===== src/rtl/tpms_pkg.sv =====
// shared types and codes for the two-phase motor maneuver sequencer
// no dependencies; used by every module of the block
`timescale 1ns / 1ps
`default_nettype none

package tpms_pkg;

  // phase codes
  localparam logic [1:0] PH_IDLE   = 2'd0;
  localparam logic [1:0] PH_REV    = 2'd1;
  localparam logic [1:0] PH_SECOND = 2'd2;
  localparam logic [1:0] PH_BRAKE  = 2'd3;

  // maneuver codes
  localparam logic [1:0] MAN_FWD   = 2'd0;
  localparam logic [1:0] MAN_RIGHT = 2'd1;
  localparam logic [1:0] MAN_LEFT  = 2'd2;
  localparam logic [1:0] MAN_NONE  = 2'd3;

  // item kinds
  localparam logic REQ_TICK  = 1'b0;
  localparam logic REQ_START = 1'b1;

  // register indexes
  localparam logic [2:0] REG_REVERSE_MS_TURN     = 3'd0;
  localparam logic [2:0] REG_REVERSE_MS_STRAIGHT = 3'd1;
  localparam logic [2:0] REG_FORWARD_MS          = 3'd2;
  localparam logic [2:0] REG_TURN_MS             = 3'd3;
  localparam logic [2:0] REG_REVERSE_SPEED       = 3'd4;
  localparam logic [2:0] REG_FORWARD_SPEED       = 3'd5;
  localparam logic [2:0] REG_TURN_SPEED          = 3'd6;
  localparam logic [2:0] REG_RAMP_STEP           = 3'd7;

  typedef struct packed {
    logic [15:0] reverse_ms_turn;
    logic [15:0] reverse_ms_straight;
    logic [15:0] forward_ms;
    logic [15:0] turn_ms;
    logic [7:0]  reverse_speed;
    logic [7:0]  forward_speed;
    logic [7:0]  turn_speed;
    logic [7:0]  ramp_step;
  } cfg_t;

  typedef struct packed {
    logic signed [8:0] left_drive;
    logic signed [8:0] right_drive;
    logic [1:0]        phase;
  } res_t;

endpackage

`default_nettype wire


===== src/rtl/tpms_cfg_regs.sv =====
// configuration register file of the maneuver sequencer
// depends on tpms_pkg
`timescale 1ns / 1ps
`default_nettype none

module tpms_cfg_regs (
  input  wire logic              clk,
  input  wire logic              rst,
  input  wire logic              cfg_valid,
  output logic                   cfg_ready,
  input  wire logic [2:0]        cfg_index,
  input  wire logic [15:0]       cfg_data,
  output tpms_pkg::cfg_t         cfg
);

  assign cfg_ready = 1'b1;

  always_ff @(posedge clk) begin
    if (rst) begin
      cfg.reverse_ms_turn     <= 16'd500;
      cfg.reverse_ms_straight <= 16'd500;
      cfg.forward_ms          <= 16'd500;
      cfg.turn_ms             <= 16'd500;
      cfg.reverse_speed       <= 8'd150;
      cfg.forward_speed       <= 8'd150;
      cfg.turn_speed          <= 8'd150;
      cfg.ramp_step           <= 8'd10;
    end else if (cfg_valid && cfg_ready) begin
      unique case (cfg_index)
        tpms_pkg::REG_REVERSE_MS_TURN:     cfg.reverse_ms_turn     <= cfg_data;
        tpms_pkg::REG_REVERSE_MS_STRAIGHT: cfg.reverse_ms_straight <= cfg_data;
        tpms_pkg::REG_FORWARD_MS:          cfg.forward_ms          <= cfg_data;
        tpms_pkg::REG_TURN_MS:             cfg.turn_ms             <= cfg_data;
        tpms_pkg::REG_REVERSE_SPEED:       cfg.reverse_speed       <= cfg_data[7:0];
        tpms_pkg::REG_FORWARD_SPEED:       cfg.forward_speed       <= cfg_data[7:0];
        tpms_pkg::REG_TURN_SPEED:          cfg.turn_speed          <= cfg_data[7:0];
        tpms_pkg::REG_RAMP_STEP:           cfg.ramp_step           <= cfg_data[7:0];
        default: ;
      endcase
    end
  end

endmodule

`default_nettype wire


===== src/rtl/tpms_engine.sv =====
// maneuver state, phase timer and drive ramps; one item per enabled cycle
// depends on tpms_pkg
`timescale 1ns / 1ps
`default_nettype none

module tpms_engine (
  input  wire logic         clk,
  input  wire logic         rst,
  input  wire logic         go,
  input  wire logic         req_type,
  input  wire logic [1:0]   maneuver,
  input  wire logic [7:0]   ms_passed,
  input  wire tpms_pkg::cfg_t cfg,
  output tpms_pkg::res_t    res
);

  logic [1:0]        phase_reg, phase_reg_next;
  logic [1:0]        maneuver_reg, maneuver_reg_next;
  logic [31:0]       phase_timer, phase_timer_next;
  logic signed [8:0] left_level, left_level_next;
  logic signed [8:0] right_level, right_level_next;

  logic [7:0]        step;
  logic [32:0]       tsum;
  logic [31:0]       tsat;
  logic              straight;
  logic [15:0]       dur_rev;
  logic [15:0]       dur_second;
  logic signed [8:0] tgt_rev;
  logic signed [8:0] tgt_fwd;
  logic signed [8:0] tgt_turn;
  logic signed [8:0] tgt_left;
  logic signed [8:0] tgt_right;
  logic signed [8:0] ramp_left;
  logic signed [8:0] ramp_right;

  // move cur at most step toward tgt
  function automatic logic signed [8:0] ramp(input logic signed [8:0] cur,
                                             input logic signed [8:0] tgt,
                                             input logic [7:0] stp);
    logic signed [10:0] up;
    logic signed [10:0] dn;
    logic signed [10:0] tg;
    logic signed [8:0]  r;
    up = 11'(cur) + $signed({3'b000, stp});
    dn = 11'(cur) - $signed({3'b000, stp});
    tg = 11'(tgt);
    if (cur < tgt) begin
      r = (up > tg) ? tgt : up[8:0];
    end else if (cur > tgt) begin
      r = (dn < tg) ? tgt : dn[8:0];
    end else begin
      r = cur;
    end
    return r;
  endfunction

  assign step     = (cfg.ramp_step == 8'd0) ? 8'd1 : cfg.ramp_step;
  assign straight = (maneuver_reg == tpms_pkg::MAN_FWD);
  assign tsum     = {1'b0, phase_timer} + {25'd0, ms_passed};
  assign tsat     = tsum[32] ? 32'hFFFF_FFFF : tsum[31:0];

  assign dur_rev    = straight ? cfg.reverse_ms_straight : cfg.reverse_ms_turn;
  assign dur_second = straight ? cfg.forward_ms : cfg.turn_ms;

  assign tgt_rev  = -$signed({1'b0, cfg.reverse_speed});
  assign tgt_fwd  = $signed({1'b0, cfg.forward_speed});
  assign tgt_turn = $signed({1'b0, cfg.turn_speed});

  // targets of the current phase
  always_comb begin
    tgt_left  = 9'sd0;
    tgt_right = 9'sd0;
    case (phase_reg)
      tpms_pkg::PH_REV: begin
        tgt_left  = tgt_rev;
        tgt_right = tgt_rev;
      end
      tpms_pkg::PH_SECOND: begin
        case (maneuver_reg)
          tpms_pkg::MAN_FWD: begin
            tgt_left  = tgt_fwd;
            tgt_right = tgt_fwd;
          end
          tpms_pkg::MAN_RIGHT: begin
            tgt_left  = tgt_turn;
            tgt_right = -tgt_turn;
          end
          default: begin
            tgt_left  = -tgt_turn;
            tgt_right = tgt_turn;
          end
        endcase
      end
      default: begin
        tgt_left  = 9'sd0;
        tgt_right = 9'sd0;
      end
    endcase
  end

  assign ramp_left  = ramp(left_level, tgt_left, step);
  assign ramp_right = ramp(right_level, tgt_right, step);

  always_comb begin
    phase_reg_next    = phase_reg;
    maneuver_reg_next = maneuver_reg;
    phase_timer_next  = phase_timer;
    left_level_next   = left_level;
    right_level_next  = right_level;
    if (req_type == tpms_pkg::REQ_START) begin
      if (maneuver != tpms_pkg::MAN_NONE) begin
        if (phase_reg != tpms_pkg::PH_IDLE && maneuver_reg == maneuver) begin
          // cancel, drives hold
          phase_reg_next    = tpms_pkg::PH_IDLE;
          maneuver_reg_next = tpms_pkg::MAN_NONE;
        end else begin
          phase_reg_next    = tpms_pkg::PH_REV;
          maneuver_reg_next = maneuver;
          phase_timer_next  = 32'd0;
        end
      end
    end else begin
      phase_timer_next = tsat;
      if (phase_reg != tpms_pkg::PH_IDLE) begin
        left_level_next  = ramp_left;
        right_level_next = ramp_right;
      end
      unique case (phase_reg)
        tpms_pkg::PH_REV: begin
          if (tsat >= {16'd0, dur_rev}) begin
            phase_reg_next   = tpms_pkg::PH_SECOND;
            phase_timer_next = 32'd0;
          end
        end
        tpms_pkg::PH_SECOND: begin
          if (tsat >= {16'd0, dur_second}) begin
            phase_reg_next = tpms_pkg::PH_BRAKE;
          end
        end
        tpms_pkg::PH_BRAKE: begin
          if (ramp_left == 9'sd0 && ramp_right == 9'sd0) begin
            phase_reg_next    = tpms_pkg::PH_IDLE;
            maneuver_reg_next = tpms_pkg::MAN_NONE;
          end
        end
        default: ;
      endcase
    end
  end

  always_ff @(posedge clk) begin
    if (rst) begin
      phase_reg    <= tpms_pkg::PH_IDLE;
      maneuver_reg <= tpms_pkg::MAN_NONE;
      phase_timer  <= 32'd0;
      left_level   <= 9'sd0;
      right_level  <= 9'sd0;
    end else if (go) begin
      phase_reg    <= phase_reg_next;
      maneuver_reg <= maneuver_reg_next;
      phase_timer  <= phase_timer_next;
      left_level   <= left_level_next;
      right_level  <= right_level_next;
    end
  end

  assign res.left_drive  = left_level;
  assign res.right_drive = right_level;
  assign res.phase       = phase_reg;

`ifndef SYNTHESIS
  a_idle_no_maneuver: assert property (@(posedge clk) disable iff (rst)
    (phase_reg == tpms_pkg::PH_IDLE) |-> (maneuver_reg == tpms_pkg::MAN_NONE))
    else $error("idle phase with a maneuver still held");

  a_busy_has_maneuver: assert property (@(posedge clk) disable iff (rst)
    (phase_reg != tpms_pkg::PH_IDLE) |-> (maneuver_reg != tpms_pkg::MAN_NONE))
    else $error("active phase without a maneuver");

  a_drive_range: assert property (@(posedge clk) disable iff (rst)
    (left_level != -9'sd256) && (right_level != -9'sd256))
    else $error("drive level out of range");

  a_idle_tick_holds: assert property (@(posedge clk) disable iff (rst)
    (go && req_type == tpms_pkg::REQ_TICK && phase_reg == tpms_pkg::PH_IDLE)
    |=> (left_level == $past(left_level) && right_level == $past(right_level)
         && phase_reg == tpms_pkg::PH_IDLE))
    else $error("idle tick changed the drives or phase");
`endif

endmodule

`default_nettype wire


===== src/rtl/two_phase_motor_maneuver_sequencer_core.sv =====
// an accepted item beat waits in the item register, then its result is offered from the state registers
// throughput: one item per cycle when not stalled; set by the single step pass between the
//   item register and the state registers, which also hold the result
// reset (rst, synchronous): idle phase, no maneuver, timer and drives zero,
//   configuration back to its defaults, both pipeline slots empty
`timescale 1ns / 1ps
`default_nettype none

module two_phase_motor_maneuver_sequencer_core (
  input  wire logic              clk,
  input  wire logic              rst,
  // item channel
  input  wire logic              item_valid,
  output logic                   item_stall,
  input  wire logic              req_type,
  input  wire logic [1:0]        maneuver,
  input  wire logic [7:0]        ms_passed,
  // result channel
  output logic                   result_valid,
  input  wire logic              result_stall,
  output logic signed [8:0]      left_drive,
  output logic signed [8:0]      right_drive,
  output logic [1:0]             phase,
  // configuration write channel
  input  wire logic              cfg_valid,
  output logic                   cfg_ready,
  input  wire logic [2:0]        cfg_index,
  input  wire logic [15:0]       cfg_data
);

  tpms_pkg::cfg_t cfg;
  tpms_pkg::res_t res;

  // item register
  logic       held_valid;
  logic       held_req_type;
  logic [1:0] held_maneuver;
  logic [7:0] held_ms_passed;

  // the held item moves into the state when the result slot is free or
  // its current beat is being taken this cycle
  logic advance;
  logic take;

  assign advance    = held_valid && (!result_valid || !result_stall);
  assign item_stall = held_valid && !advance;
  assign take       = item_valid && !item_stall;

  always_ff @(posedge clk) begin
    if (rst) begin
      held_valid <= 1'b0;
    end else if (take) begin
      held_valid <= 1'b1;
    end else if (advance) begin
      held_valid <= 1'b0;
    end
  end

  // payload needs no reset
  always_ff @(posedge clk) begin
    if (take) begin
      held_req_type  <= req_type;
      held_maneuver  <= maneuver;
      held_ms_passed <= ms_passed;
    end
  end

  // result slot flag; the payload is the engine state itself, which only
  // moves on advance, so a stalled beat holds
  always_ff @(posedge clk) begin
    if (rst) begin
      result_valid <= 1'b0;
    end else if (advance) begin
      result_valid <= 1'b1;
    end else if (!result_stall) begin
      result_valid <= 1'b0;
    end
  end

  tpms_cfg_regs u_cfg (
    .clk       (clk),
    .rst       (rst),
    .cfg_valid (cfg_valid),
    .cfg_ready (cfg_ready),
    .cfg_index (cfg_index),
    .cfg_data  (cfg_data),
    .cfg       (cfg)
  );

  tpms_engine u_engine (
    .clk       (clk),
    .rst       (rst),
    .go        (advance),
    .req_type  (held_req_type),
    .maneuver  (held_maneuver),
    .ms_passed (held_ms_passed),
    .cfg       (cfg),
    .res       (res)
  );

  assign left_drive  = res.left_drive;
  assign right_drive = res.right_drive;
  assign phase       = res.phase;

endmodule

`default_nettype wire


===== config.mk =====
export PLATFORM = sky130hd
export DESIGN_NAME = two_phase_motor_maneuver_sequencer_core
export DESIGN_NICKNAME = d
export VERILOG_FILES = /design/src/rtl/tpms_pkg.sv /design/src/rtl/tpms_cfg_regs.sv /design/src/rtl/tpms_engine.sv /design/src/rtl/two_phase_motor_maneuver_sequencer_core.sv
export SDC_FILE = /design/constraint.sdc
export NUM_CORES = 1
export LEC_CHECK = 0
export BUFFER_PORTS_ARGS = -buffer_cell sky130_fd_sc_hd__buf_2
export CAP_MARGIN = 20
export CELL_PAD_IN_SITES_DETAIL_PLACEMENT = 1
export CELL_PAD_IN_SITES_GLOBAL_PLACEMENT = 1
export CORE_MARGIN = 2
export CORE_UTILIZATION = 52
export CTS_CLUSTER_SIZE = 25
export DETAILED_ROUTE_END_ITERATION = 12
export GPL_ROUTABILITY_DRIVEN = 0
export PLACE_DENSITY_LB_ADDON = 0.1
export REMOVE_ABC_BUFFERS = 1
export SLEW_MARGIN = 40
export SYNTH_ARGS = -nofsm -noshare
export SYNTH_HDL_FRONTEND = slang
export SYNTH_HIERARCHICAL = 1
export SYNTH_SLANG_ARGS = --single-unit
export TNS_END_PERCENT = 50

===== constraint.sdc =====
create_clock -name clk -period 12.5 [get_ports clk]
set_input_delay 2.5 -clock clk [delete_from_list [all_inputs] [get_ports clk]]
set_output_delay 2.5 -clock clk [all_outputs]
set_load 0.05 [all_outputs]

After elaboration in Yosys (flattened, before gate mapping)
Cells that the tools add are included.
{"block": "classes", "order_cmp": 10, "n_bitwise": 1, "add_sub_neg": 7, "n_eq_ne": 19, "n_reduce_logical": 32, "mux": 37}
{"cell": "2-to-1 mux 32 bit", "count": 6}
{"cell": "2-to-1 mux 9 bit", "count": 8}
{"cell": "one-hot mux 9 bit (2 select lines)", "count": 4}
{"cell": "greater-or-equal comparator 32 x 16 -> 1 bit", "count": 2}
{"cell": "adder 32 x 8 -> 33 bit", "count": 1}
{"cell": "2-to-1 mux 16 bit", "count": 2}
{"cell": "adder 9 x 9 -> 10 bit", "count": 2}
{"cell": "> comparator 10 x 9 -> 1 bit", "count": 2}
{"cell": "less-than comparator 10 x 9 -> 1 bit", "count": 2}
{"cell": "2-to-1 mux 2 bit", "count": 10}
{"cell": "subtractor 9 x 9 -> 10 bit", "count": 2}
{"cell": "> comparator 9 bit", "count": 2}
{"cell": "zero test 9 bit", "count": 2}
{"cell": "less-than comparator 9 bit", "count": 2}
{"cell": "negation 8 -> 9 bit", "count": 2}
{"cell": "AND reduction 2 bit", "count": 8}
{"cell": "equality test 3 bit, second input constant", "count": 4}
{"cell": "inequality test 3 x 2 -> 1 bit, second input constant", "count": 3}
{"cell": "zero test 8 bit", "count": 1}
{"cell": "2-to-1 mux 8 bit", "count": 1}
{"cell": "nonzero test 2 bit", "count": 4}
{"cell": "equality test 3 x 2 -> 1 bit, second input constant", "count": 2}
{"cell": "one-hot mux 2 bit (3 select lines)", "count": 1}
{"cell": "AND reduction 3 bit", "count": 2}
{"cell": "16 further kinds", "count": 31}
{"block": "word_totals", "output_inout_bits": 23, "ff_bits": 163, "inputBits": 35, "wordCells": 124}

Longest topological paths before layout
Gate-level depths: netlist of run 1.
{"block": "depth", "word_depth": 12, "ltp_mapped": 24, "mapped_depth_nobuf": 22}

Cells and area by module
The synthesis of run 1 kept the hierarchy.
{"mod": "tpms_engine", "cells_per_inst": 1163, "area_each_um2": 8744.6, "instances": 1}
{"mod": "tpms_cfg_regs", "cells_per_inst": 352, "area_each_um2": 3776.1, "instances": 1}
{"mod": "two_phase_motor_maneuver_sequencer_core", "cells_per_inst": 21, "area_each_um2": 416.6, "instances": 1}

Least setup slack after synthesis of run 1
Ideal clock, no wire load.
{"block": "synth_path", "path_type": "input to output", "from": "input port result_stall", "to": "output port item_stall", "arrival_time_ps": 2938, "stages": 2, "required_time_ps": 10000, "slack_ps": 7062, "path_cell_list": "nand3_2 -> inv_1"}
{"block": "synth_via", "elab_chain_cells": 5}
{"item": "from (decl)", "line": "two_phase_motor_maneuver_sequencer_core.sv:20", "source": "input wire logic result_stall,"}
{"item": "zero test 1 bit"}
{"item": "logical OR 1 bit", "line": "two_phase_motor_maneuver_sequencer_core.sv:45", "source": "assign advance = held_valid && (!result_valid || !result_stall);"}
{"item": "logical AND 1 bit", "line": "two_phase_motor_maneuver_sequencer_core.sv:45"}
{"item": "zero test 1 bit", "line": "two_phase_motor_maneuver_sequencer_core.sv:46", "source": "assign item_stall = held_valid && !advance;"}
{"item": "logical AND 1 bit", "line": "two_phase_motor_maneuver_sequencer_core.sv:46"}
{"item": "to (decl)", "line": "two_phase_motor_maneuver_sequencer_core.sv:14", "source": "output logic item_stall,"}
Every way passes these cells.

Worst setup path in the final report of run 1
{"block": "layout_path", "from": "register, netlist name u_cfg/cfg[4]", "to": "register u_engine.maneuver_reg[0]"}
{"block": "layout_via", "elab_chain_cells": 11}
{"item": "zero test 8 bit", "line": "tpms_engine.sv:58", "source": "assign step = (cfg.ramp_step == 8'd0) ? 8'd1 : cfg.ramp_step;"}
{"item": "2-to-1 mux 8 bit *", "line": "tpms_engine.sv:58"}
{"item": "subtractor 9 x 9 -> 10 bit", "line": "tpms_engine.sv:46", "source": "dn = 11'(cur) - $signed({3'b000, stp});"}
{"item": "less-than comparator 10 x 9 -> 1 bit", "line": "tpms_engine.sv:51", "source": "r = (dn < tg) ? tgt : dn[8:0];"}
{"item": "2-to-1 mux 9 bit", "line": "tpms_engine.sv:51"}
{"item": "2-to-1 mux 9 bit", "line": "tpms_engine.sv:50", "source": "end else if (cur > tgt) begin"}
{"item": "2-to-1 mux 9 bit", "line": "tpms_engine.sv:48", "source": "if (cur < tgt) begin"}
{"item": "zero test 9 bit", "line": "tpms_engine.sv:142", "source": "if (ramp_left == 9'sd0 && ramp_right == 9'sd0) begin"}
{"item": "logical AND 1 bit *", "line": "tpms_engine.sv:142"}
{"item": "nonzero test 2 bit (no source line) *"}
{"item": "AND reduction 4 bit (no source line) *"}
{"item": "to (signal assigned)", "line": "tpms_engine.sv:155", "source": "maneuver_reg <= tpms_pkg::MAN_NONE;"}
{"item": "to (signal assigned)", "line": "tpms_engine.sv:161", "source": "maneuver_reg <= maneuver_reg_next;"}
{"item": "to (decl)", "line": "tpms_engine.sv:18", "source": "logic [1:0] maneuver_reg, maneuver_reg_next;"}
Every way passes the cells marked *; elsewhere a longest branch is shown, timed or not.
A chain may end at the register's enable or synchronous reset.

==> metrics.cfg, run 1 <==
[status]
status = finished clean

[routing]
vias = 12050
wl_per_cell_um = 22.98
drt-total-wl_mm = 43.14
drt-vias-per-instance = 6.420
drt-initial-drc-count = 965
first_pass_iters = 5
detail-route-antenna-nets = 0
drc = 0

[placed_design]
io_buffers = 56
dpl_cell_area_mm2 = 0.01340
hpwl_mm = 32.23

[yosys]
synth_flop_cell = dfxtp_1
synth.area.top_cells = dfxtp_1, ha_1, mux2i_1, nor2_1, nand2b_1
synth-edff-count = 11
syn_avg_cell_area_um2 = 8.423
synth-seq-area-share_pct = 26.07
yosysWarnings = 6
syn_inst = 1536
synth_top_area_share_pct = 23.52
synth_cell_types = 93
synth_area_mm2 = 0.01294
synth_seq_cells = 163
async_flop_share_pct = 0
synth.largest_area_cell = dfxtp_1

[final_layout]
multi_input_area_mm2 = 0.009002
synthToLayoutAreaGrowth_pct = 8.269
final_cell_mix = nor2_1, dfxtp_1, mux2i_1
seq_area_mm2 = 0.003374
diodes = 0
post-route-util_pct = 57.43
nFillCells = 2954
fin_nets = 1714
largest_reg_flops = 96
final_common_cell = nor2_1
regMostFlops = u_cfg/cfg
top_regs = u_cfg/cfg: 96 flops, u_engine/phase_timer: 32 flops
post-route-cell-area_mm2 = 0.01401
drive_above_1_share_pct = 10.11

[sta]
timing.hold.ws_ns = 0.4677
tns_ns = 0
slew-limit-headroom_pct = 42.65
setup_viol = 0
clock_skew_ns = 0.01453
worst_slew_pin_slew_ns = 0.8603
hold_violations = 0
rsz0062_at_grt = no
drv_slew = 0
period_minus_slack_ns = 6.333
max_freq_mhz = 157.9
finalCritPeriodShare_pct = 50.67

[setup_path]
crit_family = compound AO/OA/AOI/OAI gates
crit_buf_inv = 1
worstSetupPathType = flip-flop to flip-flop
crit-reg2reg-launch = u_cfg/cfg[4]
crit_chain = nor4_1 > a41o_1 > ha_1 > inv_1 > fa_1 > a21o_1 > a22o_1 > o41ai_1 > xor2_1 > ha_1 > a2111oi_1 > nand4_1 > a221oi_1 > a2111oi_0 > a311oi_1 > nand4_1 > nor4_2 > a41oi_2 > o21ai_0 > a21o_1
endpoint_kind = flip-flop
max_stage_delay_ns = 0.59
rr_endpoint = u_engine/maneuver_reg[0]
path_max_fanout = 8
r2r_slack_ns = 6.17
cp.required_ns = 12.88
worstRegToRegCells = 20
cp_slowest_cell = a2111oi_1
cp.arrival_ns = 6.72
critPathLaunchType = flip-flop

[die]
die_h_um = 161.7
die_area_mm2 = 0.02616
die-width_um = 161.7
start_util_pct = 53.04
core-area_mm2 = 0.02439
ioPinCount = 58
core.rowCount = 57

[cts]
numCtsBuffers = 17
postCtsSetupRepairBufs = 0
clk_latency_ns = 0.45
cts_resized = 0
clockBufferDepth = 2
cts_tree = yes
holdBufCountCts = 0
cts_root_buf = clkbuf_16
htreeDepth = 4
clkSlewWorstSetupHoldPaths_ns = 0.08
cts_sinks = 163

[flow_run]
max_cap_violations = 0

[grt]
antenna_found_initial = 0
grt_pass1_wl_mm = 68.59
grt.total_usage_pct = 33.31
overflow = 0
grt_pass1_vias = 12490
grt_max_degree = 60

[min_path]
min_path_type = flip-flop to flip-flop
hold_depth = 2
hold_end = u_engine/phase_timer[0]
holdCritStartpoint = u_engine/phase_timer[0]

[pwr]
p_leak_nw = 6.121
total_power_mw = 1.274
ir_worst_vdd_mv = 0.06646
powerDensity_mw_per_mm2 = 90.94

==> how the worst max path moves through the flow <==
stage | from | endpoint | slack, ns | cells after the start
2_1_floorplan | u_engine/maneuver_reg[0] | u_engine/phase_reg[0] | 6.55 | 16
3_3_place_gp | u_cfg/cfg[9] | u_engine/phase_reg[0] | 6.55 | 17
3_5_place_dp | u_cfg/cfg[4] | u_engine/phase_reg[0] | 6.45 | 20
4_1_cts | u_cfg/cfg[4] | u_engine/phase_reg[0] | 6.31 | 20
5_1_grt | u_cfg/cfg[4] | u_engine/phase_reg[0] | 5.89 | 20
6_report | u_cfg/cfg[4] | u_engine/maneuver_reg[0] | 6.17 | 20
==> metrics by stage <==
stage / instances / setup WS (ns)
after floorplan: 1448 / 6.545
after global placement: 1845 / 6.550
after detailed placement: 1845 / 6.454
after CTS: 1877 / 6.310
after global routing: 1877 / 5.889
final: 1877 / 6.167
==> kinds of logic after synthesis <==
logic type / synth area share (%)
buffers and inverters: 4.690
xor gates and xnor gates: 3.114
other: 0.02899
and+or+nand+nor: 21.51
DFF: 26.07
muxes: 12.07
AOI/OAI and AO/OA: 18.78
adders and majority gates: 13.73
==> report_power, final <==
| part | leakage [nW] | internal [mW] | switching, mW |
|---|---|---|---|
| sequential | 1.34 | 0.537 | 0.0121 |
| clock | 0.288 | 0.271 | 0.265 |
| combinational | 4.49 | 0.0698 | 0.119 |
==> tightest hold or removal path, stage by stage (launching register included) <==
cell and delay [ns]:
dfxtp_1 0.32, nand2_1 0.05, a21oi_1 0.05
==> layout make-up <==
cell class,count,share of cell area (%)
multi-input cells,1229,64.27
flip-flops and latches,163,24.09
clock buffers,17,3.037
repair buffers,73,2.930
well taps,324,2.894
inverters,56,1.501
clock inverters,15,1.277
==> layer usage <==
metal,routed length [um],up-vias,global-route usage (%)
li1,-,5589,-
met1,17920,5935,40.24
met3,1841,122,3.652
met4,2186,0,16.37
met2,21190,405,59.03
met5,0,-,0
==> synth_stat cells, types with 28 or more instances <==
library cell,n
dfxtp_1,152
inv_1,55
a21o_1,28
o21ai_0,63
nor3_1,34
nand2_1,84
ha_1,134
mux2i_1,147
clkbuf_1,64
nand2b_1,89
nor2_1,157
a21oi_1,84
Note: power is estimated with default switching activity, not from simulation.
==> run 2, diff against run 1 <==
--- a/config.mk
+++ b/config.mk
@@ -10,7 +10,7 @@
 export CELL_PAD_IN_SITES_DETAIL_PLACEMENT = 1
 export CELL_PAD_IN_SITES_GLOBAL_PLACEMENT = 1
 export CORE_MARGIN = 2
-export CORE_UTILIZATION = 52
+export CORE_UTILIZATION = 48
 export CTS_CLUSTER_SIZE = 25
 export DETAILED_ROUTE_END_ITERATION = 12
 export GPL_ROUTABILITY_DRIVEN = 0
==> constraint.sdc (replaced) <==
create_clock -name clk -period 6.4 [get_ports clk]
set_input_delay 1.28 -clock clk [delete_from_list [all_inputs] [get_ports clk]]
set_output_delay 1.28 -clock clk [all_outputs]
set_load 0.05 [all_outputs]
==> metrics.cfg, run 2 (synthesis results as in run 1) <==
[setup_path]
path_max_fanout = 8
cp.required_ns = 6.76
critPathLaunchType = flip-flop
endpoint_kind = flip-flop
cp.arrival_ns = 6.42
worstSetupPathType = flip-flop to flip-flop

[cts]
cts_root_buf = clkbuf_16
postCtsSetupRepairBufs = 0
numCtsBuffers = 17
clockBufferDepth = 2
cts_tree = yes
htreeDepth = 4
cts_resized = 0
holdBufCountCts = 0
cts_sinks = 163
clkSlewWorstSetupHoldPaths_ns = 0.07
clk_latency_ns = 0.44

[final_layout]
post-route-cell-area_mm2 = 0.01409
drive_above_1_share_pct = 10.71
diodes = 0
finalNonFillerCells = 1909
synthToLayoutAreaGrowth_pct = 8.888
largest_reg_flops = 96
fin_nets = 1729
final_common_cell = nor2_1
regMostFlops = u_cfg/cfg
post-route-util_pct = 52.71
top_regs = u_cfg/cfg: 96 flops, u_engine/phase_timer: 32 flops
final_cell_mix = nor2_1, dfxtp_1, mux2i_1

[sta]
setup_viol = 0
hold_violations = 0
finalCritPeriodShare_pct = 94.64
max_freq_mhz = 165.1
setup_ws_ns = 0.3429
tns_ns = 0
clock_skew_ns = 0.01717
drv_slew = 0
worst_slew_pin_slew_ns = 0.8304
timing.hold.ws_ns = 0.4768
slew-limit-headroom_pct = 44.44
rsz0062_at_grt = no
period_minus_slack_ns = 6.057

[pwr]
switchingPower_mw = 0.7330
powerDensity_mw_per_mm2 = 172.6
p_int_mw = 1.699
p_leak_nw = 6.176
combPwrFrac_pct = 15.1
p_clk_share_pct = 40.9
power_frac_seq_pct = 44.1
ir_worst_vdd_mv = 0.1741
total_power_mw = 2.432
switching_share_pct = 30.14

[routing]
drt-initial-drc-count = 728
vias = 11920
drt-total-wl_mm = 42.96
detail-route-antenna-nets = 0
drt-vias-per-instance = 6.243
wl_per_cell_um = 22.50
drc = 0
first_pass_iters = 5

[die]
core-area_mm2 = 0.02673
ioPinCount = 58
die_area_mm2 = 0.02828
core.rowCount = 60
start_util_pct = 48.41
die_h_um = 168.2
die-width_um = 168.2

[placed_design]
hpwl_mm = 32.36
pre_cts_slack_ns = 0.5075
io_buffers = 56
dp_cells = 1877
dpl_cell_area_mm2 = 0.01354

[grt]
grt_pass1_vias = 12380
grt_max_degree = 171
overflow = 0
grt_pass1_wl_mm = 68.07
antenna_found_initial = 0
grt.total_usage_pct = 30.57

[min_path]
min_path_type = flip-flop to flip-flop

[flow_run]
max_cap_violations = 0

[status]
status = finished clean

-- run 2: layer usage --
metal | GRT usage, % | part of all wire [%] | wire, um
met1 | 36.19 | 42 | 18160
met2 | 54.62 | 50 | 21270
met3 | 4.067 | 3.4 | 1475
met4 | 14.81 | 4.8 | 2060
met5 | 0 | 0 | 0
-- run 2: worst paths after layout --
path,end,from,cells past startpoint,slack [ns]
worst min register to register,u_cfg/cfg[74],u_cfg/cfg[74],2,0.48
worst max register to register,u_engine/phase_reg[0],u_cfg/cfg[5],20,0.34
worst min-delay path,u_cfg/cfg[74],u_cfg/cfg[74],2,0.48
worst max-delay path,u_engine/phase_reg[0],u_cfg/cfg[5],20,0.34
-- run 2: power groups by stage --
stage	Sequential [mW]	Combinational [mW]	Clock, mW
after floorplan	1.09	0.229	0
after global placement	1.09	0.348	0
after detailed placement	1.09	0.360	0
after CTS	1.07	0.363	1.02
after global routing	1.07	0.402	1.06
final	1.07	0.366	0.994
-- run 2: critical path: stages, from the launching register on --
cell,delay [ns]
dfxtp_1,0.36
nor4_1,0.34
a41o_1,0.32
ha_1,0.22
fa_1,0.22
nand2b_1,0.09
a2111oi_0,0.71
or2_2,0.23
o22ai_1,0.09
xnor2_1,0.15
ha_1,0.23
or4b_1,0.52
a2111oi_2,0.44
nor2_1,0.29
mux2_2,0.34
a211oi_2,0.29
nand4_1,0.15
nor4_2,0.37
a41oi_2,0.22
a21oi_2,0.22
mux2i_1,0.19
-- run 2: final cells by class --
class | instances | area [um2]
clock buffer | 19 | 432.9
clock inverter | 13 | 113.9
fill | 3230 | 12640
inverter | 56 | 210.2
multi-input combinational | 1229 | 8994
sequential | 163 | 3374
tap | 341 | 426.7
timing repair buffer | 88 | 535.5
